[config.mk]
export PLATFORM = sky130hd
export DESIGN_NAME = tcgr_fifo
export DESIGN_NICKNAME = d
export VERILOG_FILES = /design/src/rtl/tcgr_pkg.sv /design/src/rtl/tcgr_fifo.sv
export SDC_FILE = /design/constraint.sdc
export NUM_CORES = 1
export LEC_CHECK = 0
export ABC_AREA = 1
export BUFFER_PORTS_ARGS = -buffer_cell sky130_fd_sc_hd__buf_2
export CAP_MARGIN = 30
export CORE_MARGIN = 10
export CORE_UTILIZATION = 25
export CTS_CLUSTER_DIAMETER = 80
export DETAILED_ROUTE_END_ITERATION = 10
export SKIP_LAST_GASP = 1
export SLEW_MARGIN = 20
export SYNTH_ARGS = -nofsm -noshare
export SYNTH_HDL_FRONTEND = slang
export SYNTH_SLANG_ARGS = --single-unit
[constraint.sdc]
create_clock -name clk_i -period 2.9 [get_ports clk_i]
set_input_delay 0.58 -clock clk_i [delete_from_list [all_inputs] [get_ports clk_i]]
set_output_delay 0.58 -clock clk_i [all_outputs]
set_load 0.02 [all_outputs]
[src/rtl/tcgr_pkg.sv]
package tcgr_pkg;

  localparam int unsigned TextColsDef   = 40;
  localparam int unsigned TextRowsDef   = 30;
  localparam int unsigned GlyphCountDef = 256;

  localparam int unsigned QueueDepth = 2;

  localparam logic [7:0] CodeNewline = 8'd10;
  localparam logic       ModeLoad    = 1'b1;

  localparam logic CfgFgColour = 1'b0;
  localparam logic CfgBgColour = 1'b1;

  localparam logic [15:0] FgColourReset = 16'hFFFF;
  localparam logic [15:0] BgColourReset = 16'h0000;

  typedef struct packed {
    logic       mode;
    logic [7:0] char_code;
    logic [10:0] font_addr;
    logic [7:0] font_byte;
  } in_item_t;

  typedef struct packed {
    logic        is_window;
    logic [8:0]  x_start;
    logic [7:0]  y_start;
    logic [8:0]  x_end;
    logic [7:0]  y_end;
    logic [15:0] pixel_a;
    logic [15:0] pixel_b;
    logic        last;
  } out_item_t;

  typedef struct packed {
    logic        is_load;
    logic [10:0] addr;
    logic [7:0]  data;
    logic        blank;
    logic [5:0]  col;
    logic [4:0]  row;
  } cmd_t;

  typedef enum logic [1:0] {
    BackIdle,
    BackWindow,
    BackPixels
  } back_state_e;

endpackage

[src/rtl/tcgr_fifo.sv]
module tcgr_fifo (
  input  logic           clk_i,
  input  logic           rst_ni,
  input  logic           push_i,
  input  tcgr_pkg::cmd_t cmd_i,
  output logic           full_o,
  input  logic           pop_i,
  output logic           empty_o,
  output tcgr_pkg::cmd_t cmd_o
);

  localparam int unsigned PtrW = $clog2(tcgr_pkg::QueueDepth);

  tcgr_pkg::cmd_t mem_q [tcgr_pkg::QueueDepth];
  logic [PtrW-1:0] wr_q, wr_d, rd_q, rd_d;
  logic [PtrW:0]   cnt_q, cnt_d;

  assign full_o  = (cnt_q == (PtrW+1)'(tcgr_pkg::QueueDepth));
  assign empty_o = (cnt_q == '0);
  assign cmd_o   = mem_q[rd_q];

  always_comb begin
    wr_d  = wr_q;
    rd_d  = rd_q;
    cnt_d = cnt_q;
    if (push_i) begin
      wr_d = (wr_q == PtrW'(tcgr_pkg::QueueDepth - 1)) ? '0 : wr_q + PtrW'(1);
    end
    if (pop_i) begin
      rd_d = (rd_q == PtrW'(tcgr_pkg::QueueDepth - 1)) ? '0 : rd_q + PtrW'(1);
    end
    if (push_i && !pop_i) begin
      cnt_d = cnt_q + (PtrW+1)'(1);
    end else if (pop_i && !push_i) begin
      cnt_d = cnt_q - (PtrW+1)'(1);
    end
  end

  always_ff @(posedge clk_i) begin
    if (push_i) begin
      mem_q[wr_q] <= cmd_i;
    end
  end

  always_ff @(posedge clk_i or negedge rst_ni) begin
    if (!rst_ni) begin
      wr_q  <= '0;
      rd_q  <= '0;
      cnt_q <= '0;
    end else begin
      wr_q  <= wr_d;
      rd_q  <= rd_d;
      cnt_q <= cnt_d;
    end
  end

  a_no_overflow: assert property (@(posedge clk_i) disable iff (!rst_ni)
    push_i |-> !full_o || pop_i) else $error("queue written while full");

  a_no_underflow: assert property (@(posedge clk_i) disable iff (!rst_ni)
    pop_i |-> !empty_o) else $error("queue read while empty");

  a_count_step: assert property (@(posedge clk_i) disable iff (!rst_ni)
    (push_i && !pop_i) |=> cnt_q == $past(cnt_q) + (PtrW+1)'(1))
    else $error("queue count did not follow a write");

endmodule

==> summary.md <==
| Metric | Value |
|---|---|
| Multi-input logic area | `between 500 and 600 µm²` |
| Cell Rows | `37` |
| RSZ-0062 raised after global routing | `no` |
| P_leak | `1.35 nW` |
| Most frequent cells in the layout | `buf_2, edfxtp_1, mux2_4` |
| Worst min-delay path class | `in -> async` |
| Setup_tns | `0 ns` |
| Quantity of I/O buffers inserted on ports | `69` |
| Worst-path clk slew | `0.06 ns` |
| Sequential Area | `approximately 2000 µm²` |
| Complex-gate fraction of the synthesized area | `0%` |
| Via count | `1351` |
| Die width | `123 µm` |
| Mux contribution to synthesized area | `17.6%` |
| Drt drc | `0` |
| Max frequency | `between 400 and 500 MHz` |
| I/O Pins | `70` |
| Power per cell area | `975 nW/µm²` |
| Clock Sinks | `68` |
| Final Max Tran Viols | `0` |
| Hold Vio Cnt, Final | `0` |
| CP Class | `reg -> out` |
| Mapped Cells | `125` |
| Post-Synthesis Cell Area | `2670 µm²` |
| Main combinational cell family by area after synthesis | `multiplexers` |
| Non-Filler Instances | `345` |
| CP required | `2.32 ns` |
| DP Wirelength | `3.59 mm` |
| Area growth, synth to finish | `24.8%` |
| Most common cell after layout, fill and taps aside | `buf_2` |
| Power, Total | `0.00325 W` |
| Worst slew margin | `69.0%` |
| Number of synthesized register bits | `a little under 70` |
| Post-CTS Hold Fix Bufs | `0` |
| Final worst-path cycle share | `between 80% and 90%` |
| VDD IR max | `around 0.36 mV` |
| Simple-gate portion of the synthesized area | `1.55%` |
| Wirelength, routed | `5.11 mm` |
| Slew @ Worst Pin | `0.465 ns` |
| Core footprint | `10400 µm²` |
| Fraction of layout cells with a size suffix above 1 | `55.8%` |
| Synth cell types | `14` |
| Clock Skew | `0.00668 ns` |
| Die height | `123 µm` |
| Final core utilization | `32.1%` |
| Setup Viol. Count Final | `0` |
| DIE AREA | `roughly 15000 µm²` |
| Mean post-synth cell area | `around 21 µm²` |
| Crit. End Element | `output pin` |
| Critical-path maximum fanout | `21` |
| Worst EP arrival | `1.75 ns` |
| Initial antenna violation count | `1` |
| Vias/cell | `3.92` |
| Post-Syn Nets | `162` |
| Placed cell count | `329` |
| Htree depth | `3` |
| CTS max path bufs | `2` |
| XOR/XNOR Fraction of Synth Area | `less than 1%` |
| Clock tree from TritonCTS | `built` |
| Critical Path Start Type | `flip-flop` |
| Routability congestion estimate | `between 0.6 and 0.7` |
| Part of the Yosys area used for sequential elements | `75.8%` |
| First-pass GRT wire length | `7.63 mm` |
| Drt initial violations | `54` |
| Final ANT Viol Nets | `0` |
| Num CTS Buffers | `9` |
| Initial Utilization | `approximately a quarter` |
| Vias in the first global route | `1507` |
| Worst skew pair latency | `0.32 ns` |
| Post-Synth Adder-Cell Area | `0.469%` |
| GRT overflow | `0` |
| Router iterations before antenna repair | `4` |
| Worst hold slack | `~0.055 ns` |
| Final nets | `241` |
| Root Buffer | `clkbuf_8` |
| Post-cts resize count | `0` |
| Crit path time final | `2.33 ns` |
| Largest net degree at the start of global routing | `33` |
| Yosys warns | `0` |
| Gr usage total | `6.81%` |
| Status | `finished, final reports clean` |
| Fill count | `1040` |
| Setup Buffers After CTS | `0` |
| MaxCap Viol Count | `0` |
| Wire per inst | `between 10 and 15 µm` |
stage by stage:
step	area, µm²	worst slack [ns]
after detailed placement	3160	0.879
after global placement	3160	0.905
after floorplan	2670	0.509
after CTS	3330	0.506
final	3330	0.570
after global routing	3330	0.454
cells in the mapped netlist (all sizes together):
master,number,area share [%]
buf,4,2.7
dfrtp,4,3.8
nand2,5,0.70
ha,1,0.47
nor2,3,0.42
mux2,32,18
xnor2,1,0.33
inv,7,0.98
nand4,1,0.23
edfxtp,64,72
nand3,1,0.19
xor2,2,0.66
metal layers:
metal	share of wire [%]	GRT usage [%]
met5	0	0
met4	1.4	3.06
met3	8.6	3.97
met2	53	11.2
met1	37	6.93
final timing paths:
| path | startpoint | endpoint | slack (ns) | depth (start not counted) |
|---|---|---|---|---|
| min in group clk_i | cmd_i[4] | mem_q[0][4] | 0.44 | 1 |
| max in group asynchronous | rst_ni | rd_q | 2.71 | 1 |
| worst max register to register | wr_q | mem_q[1][31] | 1.59 | 3 |
| worst min register to register | cnt_q[1] | cnt_q[1] | 0.52 | 2 |
| worst min-delay path | rst_ni | wr_q | 0.05 | 1 |
| worst max-delay path | rd_q | cmd_o[16] | 0.57 | 3 |
logic make-up after synthesis:
| family | Yosys count |
|---|---|
| and+or+nand+nor | 10 |
| DFF | 68 |
| buffers and inverters | 11 |
| adders and majority gates | 1 |
| xor gates and xnor gates | 3 |
| muxes | 32 |
area by class of cell:
type / count / area share, %
sequential: 68 / 60.7
multi-input combinational: 46 / 16.7
timing repair buffer: 72 / 11.4
tap: 136 / 5.11
clock buffer: 11 / 3.94
clock inverter: 4 / 1.24
inverter: 7 / 0.789
antenna: 1 / 0.0751
state kept, by name (all words and copies together), names as in the netlist:
| register | flops |
|---|---|
| cnt_q | 2 |
| rd_q | 1 |
| wr_q | 1 |
| mem_q | 64 |
where the power goes:
group	switching (W)	total [W]	internal, W	leakage [nW]
combinational	0.000611	0.00113	0.000520	0.621
sequential	0.000115	0.00142	0.00131	0.647
clock	0.000308	0.000693	0.000385	0.0859
critical path: stages (launching register included):
cell and delay [ns]:
dfrtp_2 0.65, buf_12 0.26, mux2_2 0.35, buf_2 0.16
No activity file was read; power rests on OpenSTA's default activity.
