`src/rtl/tcgr_pkg.sv`:
```
package tcgr_pkg;

  localparam int unsigned TextColsDef   = 40;
  localparam int unsigned TextRowsDef   = 30;
  localparam int unsigned GlyphCountDef = 256;

  localparam int unsigned QueueDepth = 2;

  localparam logic [7:0] CodeNewline = 8'd10;
  localparam logic       ModeLoad    = 1'b1;

  localparam logic CfgFgColour = 1'b0;
  localparam logic CfgBgColour = 1'b1;

  localparam logic [15:0] FgColourReset = 16'hFFFF;
  localparam logic [15:0] BgColourReset = 16'h0000;

  typedef struct packed {
    logic       mode;
    logic [7:0] char_code;
    logic [10:0] font_addr;
    logic [7:0] font_byte;
  } in_item_t;

  typedef struct packed {
    logic        is_window;
    logic [8:0]  x_start;
    logic [7:0]  y_start;
    logic [8:0]  x_end;
    logic [7:0]  y_end;
    logic [15:0] pixel_a;
    logic [15:0] pixel_b;
    logic        last;
  } out_item_t;

  typedef struct packed {
    logic        is_load;
    logic [10:0] addr;
    logic [7:0]  data;
    logic        blank;
    logic [5:0]  col;
    logic [4:0]  row;
  } cmd_t;

  typedef enum logic [1:0] {
    BackIdle,
    BackWindow,
    BackPixels
  } back_state_e;

endpackage

```
`src/rtl/tcgr_front.sv`:
```
module tcgr_front #(
  parameter int unsigned TextCols   = tcgr_pkg::TextColsDef,
  parameter int unsigned TextRows   = tcgr_pkg::TextRowsDef,
  parameter int unsigned GlyphCount = tcgr_pkg::GlyphCountDef
) (
  input  logic               clk_i,
  input  logic               rst_ni,
  input  logic               in_valid_i,
  output logic               in_stall_o,
  input  tcgr_pkg::in_item_t in_data_i,
  input  logic               full_i,
  output logic               push_o,
  output tcgr_pkg::cmd_t     cmd_o
);

  logic [5:0] col_q, col_d;
  logic [4:0] row_q, row_d;
  logic       accept;
  logic [4:0] row_next;
  logic [6:0] col_inc;

  assign in_stall_o = full_i;
  assign accept     = in_valid_i && !full_i;
  assign row_next   = (row_q < 5'(TextRows)) ? row_q + 5'd1 : row_q;
  assign col_inc    = {1'b0, col_q} + 7'd1;

  always_comb begin
    col_d         = col_q;
    row_d         = row_q;
    push_o        = 1'b0;
    cmd_o.is_load = (in_data_i.mode == tcgr_pkg::ModeLoad);
    cmd_o.addr    = in_data_i.font_addr;
    cmd_o.data    = in_data_i.font_byte;
    cmd_o.blank   = ({1'b0, in_data_i.char_code} >= 9'(GlyphCount));
    cmd_o.col     = col_q;
    cmd_o.row     = row_q;
    if (in_data_i.mode != tcgr_pkg::ModeLoad) begin
      cmd_o.addr = {in_data_i.char_code, 3'b000};
    end
    if (accept) begin
      if (in_data_i.mode == tcgr_pkg::ModeLoad) begin
        push_o = ({1'b0, in_data_i.font_addr} < 12'(GlyphCount * 8));
      end else if (in_data_i.char_code == tcgr_pkg::CodeNewline) begin
        col_d = '0;
        row_d = row_next;
      end else begin
        push_o = (col_q < 6'(TextCols)) && (row_q < 5'(TextRows));
        if (col_inc >= 7'(TextCols)) begin
          col_d = '0;
          row_d = row_next;
        end else begin
          col_d = col_inc[5:0];
        end
      end
    end
  end

  always_ff @(posedge clk_i or negedge rst_ni) begin
    if (!rst_ni) begin
      col_q <= '0;
      row_q <= '0;
    end else begin
      col_q <= col_d;
      row_q <= row_d;
    end
  end

endmodule

```
`config.mk`:
```
export PLATFORM = sky130hd
export DESIGN_NAME = tcgr_front
export DESIGN_NICKNAME = d
export VERILOG_FILES = /design/src/rtl/tcgr_pkg.sv /design/src/rtl/tcgr_front.sv
export SDC_FILE = /design/constraint.sdc
export NUM_CORES = 1
export LEC_CHECK = 0
export ABC_AREA = 0
export BUFFER_PORTS_ARGS = -buffer_cell sky130_fd_sc_hd__buf_4
export CAP_MARGIN = 10
export CORE_MARGIN = 2
export CORE_UTILIZATION = 43
export CTS_CLUSTER_DIAMETER = 60
export DETAILED_ROUTE_END_ITERATION = 6
export PLACE_DENSITY = 0.9
export SKIP_CTS_REPAIR_TIMING = 1
export SYNTH_ARGS = -nofsm -noshare
export SYNTH_HDL_FRONTEND = slang
export SYNTH_SLANG_ARGS = --single-unit
```
`constraint.sdc`:
```
create_clock -name clk_i -period 7.07 [get_ports clk_i]
set_input_delay 2.121 -clock clk_i [delete_from_list [all_inputs] [get_ports clk_i]]
set_output_delay 2.121 -clock clk_i [all_outputs]
set_load 0.03 [all_outputs]
```
==> results of run 1 <==
==> registers in the layout (all words and copies together), names as in the netlist <==
register and cells:
col_q 6, row_q 5
==> power groups by stage <==
stage	combinational (mW)	sequential [mW]	clock, mW
after CTS	0.206	0.115	0.0394
after floorplan	0.115	0.144	0
after detailed placement	0.205	0.116	0
after global routing	0.221	0.120	0.0442
after global placement	0.200	0.115	0
final	0.205	0.116	0.0383
==> final cells by class <==
class / count / share of cell area, %
repair buffers: 48 / 29.1
clock buffers: 4 / 2.12
flip-flops and latches: 11 / 22.2
multi-input cells: 72 / 43.9
well taps: 27 / 2.72
==> cell families after synthesis <==
family | Yosys count | share of synthesized area, %
buffers and inverters | 14 | 10.4
DFF | 11 | 30.1
xor gates and xnor gates | 4 | 3.83
AOI/OAI and AO/OA | 19 | 16.3
muxes | 10 | 12.6
adders and majority gates | 2 | 2.74
other | 1 | 0.410
and+or+nand+nor | 36 | 23.7
==> Yosys cell counts (3+ instances only) <==
master and instances:
buf_4 11, dfrtp_1 11, mux2_2 8, nand2_1 5, nor2_1 5, and2_1 4, and3_1 3, o21ai_1 3
xnor2_1 3
==> critical path: stages <==
cell and delay [ns]:
buf_4 0.11, or4_1 0.53, or2_1 0.29, a31oi_1 0.15, nor3b_1 0.07, buf_4 0.17
==> per-layer routing <==
layer  up-vias  part of all wire, %
met5         -                    0
met4         0                  1.7
met3         6                  7.3
met2        41                   53
met1       416                   38
li1        427                    -
==> how the worst min path moves through the flow <==
stage / from / endpoint / slack [ns]
after global placement: row_q[3] / row_q[3] / 0.51
final: row_q[0] / row_q[0] / 0.54
after CTS: row_q[0] / row_q[0] / 0.54
after detailed placement: row_q[0] / row_q[0] / 0.54
after global routing: row_q[0] / row_q[0] / 0.56
after floorplan: row_q[0] / row_q[0] / 0.68
==> impl_metrics.yaml, run 1 <==
global_route:
  grt_pass1_vias: 828
  grt.met1_usage_pct: 22.2
  grt_max_degree: 15
  grt_pass1_wl_um: 3580
  grt_util_met3_pct: 3.64
  grt_overflow: 0
  top_usage_layer: "met2"
  grt_use_total_pct: 18.8
  use_met2_pct: 32.9
  antenna_found_initial: 0
outcome:
  status: "completed"
sta:
  setup_violations: 0
  fin_skew_ns: 0.00128
  setup_slack_ns: 1.51
  finalHoldViolations: 0
  period_share_pct: 78.6
  fmax_ghz: 0.180
  rsz0062_at_grt: "false"
  finalSetupTns_ns: 0
  finalHoldWorstSlack_ns: 0.540
  finalCriticalPeriod_ns: 5.56
  slew_viol_final: 0
synthesis:
  postSynthAreaPerCell_um2: 9.43
  syn_nets: 131
  synth_enable_flop_cells: 0
  seq_area_frac_synth_pct: 30.1
  yosysWarnings: 0
  post-synth-top-area-fraction_pct: 30.1
  yosys.cell_types.count: 45
  synth_top_flop_cell: "dfrtp_1"
  syn-instance-count: 97
  synthTopCellsByArea: "dfrtp_1, mux2_2, buf_4"
  syn_area_um2: 915
  ys_seq_elements: 11
  synth_top_area_cell: "dfrtp_1"
  async_flop_share_pct: 100
route:
  wl_um: 2220
  first_iter_violations: 22
  drtAntennaViolNets: 0
  drc_errors: 0
  routed_via_density: 5.49
  first_pass_iters: 4
  wl_per_cell_um: 13.7
  via_count: 890
power_and_ir_drop:
  peakVddDrop_mv: 0.157
  p_per_area_mw_per_mm2: 289
  clkPwrFrac_pct: 10.7
  fin_total_pwr_mw: 0.358
  p_int_mw: 0.192
  p_sw_share_pct: 46.6
  seqPwrFrac_pct: 32.2
  power_leakage_nw: 0.571
  comb_power_share_pct: 57.1
  p_sw_mw: 0.167
cts:
  cts_made_buffers: 3
  path_clk_slew_ns: 0.06
  cts_tree: "yes"
  clkLatencyLatePin_ns: 0.25
  h-tree-depth: 1
  cts_root_buffer: "clkbuf_4"
  cts_max_path_buffers: 2
  cts.sinks: 11
worst_hold_path:
  hold_path.class: "reg2reg"
  whs_path_depth: 1
cells_and_area:
  area_growth_pct: 35.6
  multi_input_area_um2: 544
  fin_cells: 162
  final_common_cell: "buf_4"
  final_util_pct: 62.6
  layout_common_cells: "buf_4, dfrtp_1, mux2_2"
  fill_cells: 180
  n_antenna_cell: 0
  nNetsFinal: 170
  drive_gt1_share_pct: 48.1
  final_area_mm2: 0.00124
  ff_latch_area_um2: 275
floorplanning:
  die_area_mm2: 0.00251
  die_h_um: 50.1
  start_util_pct: 46.1
  core_area_mm2: 0.00198
  dieWidth_um: 50.1
  ioPinCount: 66
  placementRows: 16
setup_path:
  critPathMaxFanout: 3
  setup.worst_path.class: "in2out"
  regToRegStartpoint: "col_q[0]"
  cp-endpoint: "push_o"
  rr_endpoint: "row_q[1]"
  cp_data_arrival_time_ns: 3.43
  cp.required_ns: 4.95
  end_kind: "primary output"
  start_kind: "input pin"
  worstSetupStartpoint: "in_data_i[24]"
  worst-r2r-cell-count: 6
  reg2reg_slack_ns: 5.01
placement:
  pre_cts_slack_ns: 1.51
  numPortBuffers: 48
  gp_congestion: 0.856
  hpwl_um: 1930
  dp_cells: 158
  postPlaceCellArea_mm2: 0.00121
flow_run:
  maxCapViolCount: 0
(Power assumes the default switching activity.)
==> run 2: changes to the inputs <==
--- a/config.mk
+++ b/config.mk
@@ -9,10 +9,10 @@
 export BUFFER_PORTS_ARGS = -buffer_cell sky130_fd_sc_hd__buf_4
 export CAP_MARGIN = 10
 export CORE_MARGIN = 2
-export CORE_UTILIZATION = 43
+export CORE_UTILIZATION = 36
 export CTS_CLUSTER_DIAMETER = 60
 export DETAILED_ROUTE_END_ITERATION = 6
-export PLACE_DENSITY = 0.9
+export PLACE_DENSITY = 0.81
 export SKIP_CTS_REPAIR_TIMING = 1
 export SYNTH_ARGS = -nofsm -noshare
 export SYNTH_HDL_FRONTEND = slang
==> constraint.sdc (replaced) <==
create_clock -name clk_i -period 4.9 [get_ports clk_i]
set_input_delay 1.47 -clock clk_i [delete_from_list [all_inputs] [get_ports clk_i]]
set_output_delay 1.47 -clock clk_i [all_outputs]
set_load 0.03 [all_outputs]
==> run 2 against run 1 <==
- critical path depth unchanged
- global-route usage fell by 2.7 points
- clock skew grew 0.0040 ns
- largest power group unchanged
- critical path type unchanged
- final cell count is 1.9% higher
- cell area grew 0.30%
- worst setup slack worse by 0.91 ns
- register-to-register slack worse by 2.1 ns
- count of clock-buffer cells in the layout unchanged
- combinational power increased by 44%
- first-iteration DRC count increased by 14%
- sequential power grew 44%
==> impl_metrics.yaml, run 2 (same netlist as run 1, synthesis figures left out) <==
outcome:
  status: "completed"
cts:
  cts_tree: "yes"
  h-tree-depth: 1
  clkLatencyLatePin_ns: 0.28
  cts_root_buffer: "clkbuf_4"
  cts_made_buffers: 3
  cts_max_path_buffers: 2
  path_clk_slew_ns: 0.06
  cts.sinks: 11
worst_hold_path:
  whs_path_depth: 1
  hold_end: "row_q[0]"
  hold_path.class: "reg2reg"
  worstHoldStart: "row_q[0]"
floorplanning:
  dieWidth_um: 54.4
  die_area_mm2: 0.00296
  start_util_pct: 37.6
  die_h_um: 54.4
  core_area_mm2: 0.00243
  placementRows: 18
  ioPinCount: 66
power_and_ir_drop:
  seqPwrFrac_pct: 31.8
  p_sw_share_pct: 47.5
  peakVddDrop_mv: 0.193
  fin_total_pwr_mw: 0.526
  p_per_area_mw_per_mm2: 423
  comb_power_share_pct: 56.3
  power_leakage_nw: 0.571
  p_sw_mw: 0.250
  p_int_mw: 0.276
  clkPwrFrac_pct: 12.0
sta:
  setup_violations: 0
  slew_viol_final: 0
  setup_slack_ns: 0.608
  rsz0062_at_grt: "false"
  finalHoldViolations: 0
  fin_skew_ns: 0.00530
  period_share_pct: 87.6
  finalCriticalPeriod_ns: 4.29
  finalSetupTns_ns: 0
  fmax_ghz: 0.233
placement:
  gp_congestion: 0.837
  hpwl_um: 1770
  numPortBuffers: 48
  pre_cts_slack_ns: 0.619
setup_path:
  start_kind: "input pin"
  end_kind: "primary output"
  max_stage_delay_ns: 0.54
  setup.worst_path.class: "in2out"
  critPathMaxFanout: 3
  slowest_stage: "or4_1"
  rr_endpoint: "row_q[1]"
  critical-path-top-delay-family: "simple AND/OR/NAND/NOR gates"
  critical_path.most_common_cell: "buf_4"
  cp_cell_sequence: "buf_4 -> or4_1 -> or2_1 -> a31oi_1 -> nor3b_1 -> buf_4"
  cp.required_ns: 3.43
  reg2reg_slack_ns: 2.87
  crit_buf_inv: 2
  regToRegStartpoint: "col_q[0]"
  cp_data_arrival_time_ns: 2.82
  worst-r2r-cell-count: 6
flow_run:
  maxCapViolCount: 0
route:
  drtAntennaViolNets: 0
  drc_errors: 0
  wl_um: 2230
  wl_per_cell_um: 13.5
  first_pass_iters: 4
  routed_via_density: 5.44
  via_count: 898
  first_iter_violations: 25
cells_and_area:
  largest_register_ff_count: 6
  area_growth_pct: 36.0
  final_common_cell: "buf_4"
  n_antenna_cell: 0
  drive_gt1_share_pct: 48.1
  reg_top3: "col_q (6), row_q (5)"
  largest-register: "col_q"
  nNetsFinal: 170
  layout_common_cells: "buf_4, dfrtp_1, mux2_2"
global_route:
  grt_max_degree: 15
  antenna_found_initial: 0
  grt_pass1_wl_um: 3420
  grt_pass1_vias: 774
  grt_use_total_pct: 16.1
  grt_overflow: 0
## run 2: cell counts in the layout (fill, tap and decap cells not counted)
No cell type changed its count.
## run 2: through the flow
step | area (um2) | util (%) | cells | hold slack [ns]
floorplan | 915 | - | 97 | 0.685
global placement | 1220 | 50.1 | 161 | 0.513
detailed placement | 1220 | 50.1 | 161 | 0.519
CTS | 1240 | 51.1 | 165 | 0.528
global route | 1240 | 51.1 | 165 | 0.572
finish | 1240 | 51.1 | 165 | 0.532
## run 2: area by class of cell
cell class,instances,area (um2)
Fill cell,228,1190
Multi-Input combinational cell,72,544
Timing Repair Buffer,48,360
Sequential cell,11,275
Tap cell,30,37.5
Clock buffer,4,26.3
## run 2: how the worst max path moves through the flow
| stage | cells after the start | start | to |
|---|---|---|---|
| detailed placement | 6 | in_data_i[24] | push_o |
| global placement | 6 | in_data_i[24] | push_o |
| finish | 6 | in_data_i[24] | push_o |
| floorplan | 4 | in_data_i[22] | push_o |
| CTS | 6 | in_data_i[24] | push_o |
| global route | 6 | in_data_i[24] | push_o |
## run 2: routing by layer
layer | up-vias | GRT usage (%) | wire length [um]
met5 | - | 0 | 0
met4 | 0 | 11.7 | 65
met3 | 11 | 1.64 | 153
met2 | 49 | 24.7 | 1080
met1 | 411 | 20.8 | 935
li1 | 427 | - | -
## run 2: power groups by stage
stage | Combinational [mW] | Sequential (mW) | Clock (mW)
3_5_place_dp | 0.297 | 0.167 | 0
3_3_place_gp | 0.290 | 0.164 | 0
5_1_grt | 0.320 | 0.175 | 0.0724
4_1_cts | 0.297 | 0.166 | 0.0650
2_1_floorplan | 0.166 | 0.208 | 0
6_report | 0.296 | 0.167 | 0.0629
## run 2: worst reg2reg max path, cell delays in order, from the launching register on
cell and delay, ns:
dfrtp_1 0.46, ha_1 0.28, xor2_1 0.17, o2bb2ai_1 0.36, a21oi_4 0.10, o21ai_2 0.24, mux2_4 0.31
